$ cat src/design/lpmr_pkg.sv
`timescale 1ns / 1ps

package lpmr_pkg;

  // Default sizes of the byte ring.
  localparam int unsigned DepthDef  = 1024;
  localparam int unsigned MaxMsgDef = 64;

  // Fixed field widths.
  localparam int unsigned LenW  = 7;
  localparam int unsigned DataW = 8;
  localparam int unsigned StatW = 2;

  // Every stored message opens with a 4-byte little-endian length header.
  localparam int unsigned HdrBytes = 4;

  // Entries in the command queue between front and back.
  localparam int unsigned QDepth = 2;

  // Result status codes.
  typedef enum logic [StatW-1:0] {
    ST_OK     = 2'd0,
    ST_REJECT = 2'd1,
    ST_EMPTY  = 2'd2
  } status_e;

  // Command classes produced by the front.
  typedef enum logic [1:0] {
    CMD_WR_FIRST = 2'd0,
    CMD_WR_BYTE  = 2'd1,
    CMD_READ     = 2'd2
  } cmd_e;

  // One classified command in the queue.
  typedef struct packed {
    cmd_e             op;
    logic             too_long;
    logic [LenW-1:0]  msg_len;
    logic [DataW-1:0] data;
  } cmd_t;

  // One result produced by the back before the output register.
  typedef struct packed {
    logic             strobe;
    status_e          status;
    logic [DataW-1:0] data;
    logic             data_valid;
    logic             last;
  } res_t;

endpackage

$ cat src/design/lpmr_queue.sv
`timescale 1ns / 1ps

module lpmr_queue (
  input  logic           clk_i,
  input  logic           rst_ni,
  input  logic           push_i,
  input  lpmr_pkg::cmd_t cmd_i,
  input  logic           pop_i,
  output lpmr_pkg::cmd_t cmd_o,
  output logic           full_o,
  output logic           empty_o
);

  localparam int unsigned IdxW = $clog2(lpmr_pkg::QDepth);
  localparam int unsigned CntW = $clog2(lpmr_pkg::QDepth + 1);

  lpmr_pkg::cmd_t  slot_q [lpmr_pkg::QDepth];
  logic [IdxW-1:0] wr_idx_q, wr_idx_d;
  logic [IdxW-1:0] rd_idx_q, rd_idx_d;
  logic [CntW-1:0] count_q, count_d;

  assign full_o  = (count_q == CntW'(lpmr_pkg::QDepth));
  assign empty_o = (count_q == '0);
  assign cmd_o   = slot_q[rd_idx_q];

  // Pointer and fill count update.
  always_comb begin
    wr_idx_d = wr_idx_q;
    rd_idx_d = rd_idx_q;
    count_d  = count_q;
    if (push_i) begin
      wr_idx_d = (wr_idx_q == IdxW'(lpmr_pkg::QDepth - 1)) ? '0 : wr_idx_q + IdxW'(1);
    end
    if (pop_i) begin
      rd_idx_d = (rd_idx_q == IdxW'(lpmr_pkg::QDepth - 1)) ? '0 : rd_idx_q + IdxW'(1);
    end
    if (push_i && !pop_i) begin
      count_d = count_q + CntW'(1);
    end else if (pop_i && !push_i) begin
      count_d = count_q - CntW'(1);
    end
  end

  always_ff @(posedge clk_i or negedge rst_ni) begin
    if (!rst_ni) begin
      wr_idx_q <= '0;
      rd_idx_q <= '0;
      count_q  <= '0;
    end else begin
      wr_idx_q <= wr_idx_d;
      rd_idx_q <= rd_idx_d;
      count_q  <= count_d;
    end
  end

  // Command storage.
  always_ff @(posedge clk_i) begin
    if (push_i) begin
      slot_q[wr_idx_q] <= cmd_i;
    end
  end

endmodule

$ cat config.mk
export PLATFORM = sky130hd
export DESIGN_NAME = lpmr_queue
export DESIGN_NICKNAME = d
export VERILOG_FILES = /design/src/design/lpmr_pkg.sv /design/src/design/lpmr_queue.sv
export SDC_FILE = /design/constraint.sdc
export NUM_CORES = 1
export LEC_CHECK = 0
export ABC_AREA = 1
export BUFFER_PORTS_ARGS = -buffer_cell sky130_fd_sc_hd__buf_4
export CAP_MARGIN = 10
export CORE_UTILIZATION = 45
export DETAILED_ROUTE_END_ITERATION = 16
export PLACE_DENSITY = 0.82
export SYNTH_ARGS = -nofsm -noshare
export SYNTH_HDL_FRONTEND = slang
export SYNTH_SLANG_ARGS = --single-unit
$ cat constraint.sdc
create_clock -name clk_i -period 1.7 [get_ports clk_i]
set_input_delay 0.34 -clock clk_i [delete_from_list [all_inputs] [get_ports clk_i]]
set_output_delay 0.34 -clock clk_i [all_outputs]
set_load 0.05 [all_outputs]
# After elaboration in Yosys (flattened, before gate mapping)
# Memories as Yosys holds them, arrays and structs flattened.
# Cells that the tools add are included.
# totals
register_bits	4
latchBits	0
mem_bits_rw	36
rom_bits	0
in_bits	22
out_inout_bits	20
elab_cells	21
mem_count	1
# mem_list
memory	words	width	rd	rd_ports_with_merged_regs	wr	line	text
slot_q	2	18	1	0	1	lpmr_queue.sv:17	lpmr_pkg::cmd_t slot_q [lpmr_pkg::QDepth];
# classes
add_sub_neg	4
mul	0
div_mod_pow	0
order_cmp	0
eq_ne	1
shift	0
n_mux	6
bitwise	0
n_reduce_logical	6
# ops
cell	n
$mux W1	4
$mux W2	2
$add A1 B1 Y1 const B	2
$add A2 B1 Y2 const B	1
$eq A2 B2 Y1 const B	1
$logic_and A1 B1 Y1	2
$logic_not A1 Y1	2
$logic_not A2 Y1	1
$reduce_bool A2 Y1	1
$sub A2 B1 Y2 const B	1

# Depth between registers and ports, before layout
# depth
depth_word	4
mapped_depth	7
mapped_depth_nobuf	7

# Worst setup path after synthesis
# No wires, ideal clock.
# synth_path
kind	reg-to-reg
startpoint	register wr_idx_q
endpoint	memory slot_q[0][0] (netlist name), enable pin
setup_ps	393
arrival_time_ps	1186
required_ps	1307
path_slack_ps	121
path_stages_with_launch	2
path_buffers	0
period_less_slack_ps	1579
cell_sequence	dfrtp_1 nor2_1
# synth_lines
item	line	text
start: declaration	lpmr_queue.sv:18	logic [IdxW-1:0] wr_idx_q, wr_idx_d;
start signal: assignment	lpmr_queue.sv:50	wr_idx_q <= wr_idx_d;
end: declaration	lpmr_queue.sv:17	
# No word-level cell before the write port.

==> reports/qor.txt <==
RSZ-0062 raised after global routing - yes
dpl hpwl - 1649 um
num ports - 42
first-pass GRT wire length - 3470 um
failing checks - setup timing
crit path kind - reg2out
Compound-Gate Fraction of Synth Area - 0%
layout cells sized above 1 - 53.38%
GRT overflow - 0
syn avg cell area - 19.20 um^2
DRC viols - 0
fraction of synthesized area in multiplexers - 15.21%
initial core utilization - 49.33%
number of synthesized flops with an enable pin - 36
min-delay worst type - in2reg
NumNets Final - 156
WHS - 0.1835 ns
GR Util met2 - 25.27%
outcome - finished with violations
Worst setup EP type - output pin
Max Cap Viol - 0
die extent in x - 60.79 um
WL final - 2347 um
slew at the pin with the worst max-slew slack - 0.3254 ns
Final Hold Fails - 0
row count - 20
asr flop ratio synth - 10.00%
clock buffers created by TritonCTS - 5
CP Max Fanout - 9
initial antenna violation count - 0
synthesized cell area - 0.001555 mm^2
endpoints failing setup - 18
Synth top area share - 69.51%
Top FF cell, synth - edfxtp_1
met3 Use GR - 6.610%
final slew viol count - 0
Clock transition at path regs - 0.10 ns
period utilisation layout - 105.1%
synth top area cells - edfxtp_1, mux2_4, mux2_2
RD Place Congestion - 0.6486
most frequent cell after synthesis - edfxtp_1
vias per std cell - 4.712
Synth area leader - edfxtp_1
Seq/Total Area, Yosys - 75.95%
IO buf count - 41
DIE HEIGHT - 60.79 um
Max Root-Sink Buffers - 2
Max Clock Skew - 0.005042 ns
vias in the first global route - 838
Worst slew margin - 78.28%
GRT Resource Usage Total - 14.23%
die area - 0.003695 mm^2
Worst EP arrival - 1.45 ns
Max Clk Rate - 559.9 MHz
post-synthesis xor/xnor area fraction - 1.689%
router iterations before antenna repair - 4
Final WS setup - -0.08610 ns
largest net degree at the start of global routing - 19
Worst setup SP type - register
Clock Latency Late Sink - 0.33 ns
core box area - 0.003153 mm^2
syn_nets - 104
CTS tree - yes
Cells after Synth - 81
top cells by count, synth - edfxtp_1, mux2_2, mux2_4
root buf cell - clkbuf_4
via count - 834
final core utilization - 66.79%
H-tree depth - 2
post-synthesis adder-cell area fraction - 0.8045%
post-synthesis register bit count - 40
Num Clock Sinks - 40
leak pwr - 0.8651 nW
minimum clock period - 1.786 ns
GRT busiest layer - met2
ANT nets after route - 0
drt wl/cell - 13.26 um
largest family of logic cells by synthesized area - multiplexers
initial DRC count - 16
Ant. Diodes - 0
met1 Use GR - 13.53%
Power per Cell Area - 1819 mW/mm^2
library cells used by synthesis - 14
Yosys Warn Count - 0
CP Data Required Time - 1.36 ns
Area Overhead vs Synth - 35.40%
maximum vdd drop - 0.9383 mV
Post-Synth Simple-Gate Area - 2.655%
==> placed cells by master, fill, tap and decap left out, drive strengths merged <==
cell	count
buf	45
clkbuf	6
clkinv	2
dfrtp	4
dlygate4sd3	1
edfxtp	36
ha	1
inv	7
mux2	18
nand2	5
nand3	1
nand4	1
nor2	3
xnor2	1
xor2	2
==> report_power, final <==
| part | internal (mW) | leakage [nW] | switching, mW |
|---|---|---|---|
| Clock | 0.144 | 0.0261 | 0.269 |
| Combinational | 0.855 | 0.455 | 1.15 |
| Sequential | 1.32 | 0.384 | 0.0997 |
==> metrics by stage <==
step / cell area [um^2] / total power [mW] / instances / TNS, ns / setup slack [ns]
after detailed placement: 1949 / 3.227 / 167 / 0 / 0.2387
after global routing: 2106 / 3.996 / 177 / -2.123 / -0.1389
after global placement: 1949 / 3.187 / 167 / 0 / 0.2511
after floorplan: 1555 / 2.746 / 81 / 0 / 0.1208
after CTS: 2079 / 3.801 / 176 / -1.303 / -0.09920
final: 2106 / 3.831 / 177 / -1.096 / -0.08610
==> path summary, 6_finish.rpt <==
kind,endpoint,cells after the start,from,slack (ns)
setup / recovery,cmd_o[12],3,rd_idx_q,-0.09
hold / removal,rd_idx_q,2,pop_i,0.18
setup reg to reg,slot_q[0][8],2,wr_idx_q,0.50
hold reg to reg,wr_idx_q,1,wr_idx_q,0.52
max in group asynchronous,rd_idx_q,2,rst_ni,1.25
min in group asynchronous,count_q[0],2,rst_ni,0.34
==> logic make-up (layout without fill, tap and decap cells) <==
| kind of cell | after synthesis | count (layout) |
|---|---|---|
| flops | 40 | 40 |
| mux | 18 | 18 |
| simple gates | 10 | 10 |
| buf+inv | 9 | 61 |
| xor+xnor | 3 | 3 |
| fa+ha+maj | 1 | 1 |
==> sequential cells by signal, summed over array words and instances (netlist names) <==
register / count
slot_q: 36
count_q: 2
rd_idx_q: 1
wr_idx_q: 1
==> critical path, stage by stage, from the launching register on <==
cell,delay (ns)
dfrtp_2,0.46
clkbuf_16,0.19
mux2_4,0.31
buf_6,0.15
==> cell type report <==
class	instances	area (um^2)
Sequential cell	40	1182
Fill cell	231	1047
Timing Repair Buffer	47	478.0
Multi-Input combinational cell	32	319.1
Tap cell	44	55.05
Clock buffer	5	37.54
Inverter	7	26.28
Clock inverter	2	7.507
==> routing by layer <==
layer,wire (um),vias to the layer above
met3,158,4
met1,909,400
met2,1228,31
met5,0,-
li1,-,399
met4,51,0
==> repair_timing <==
item / CTS / global route
endpoints found under the hold margin: 4 / 0
gates resized for setup: 18 / 1
hold buffers: 1 / 0
setup buffers: 1 / 0
gates cloned: 0 / 1
setup endpoints to repair: 18 / 18
Note: power is estimated with default switching activity, not from simulation.
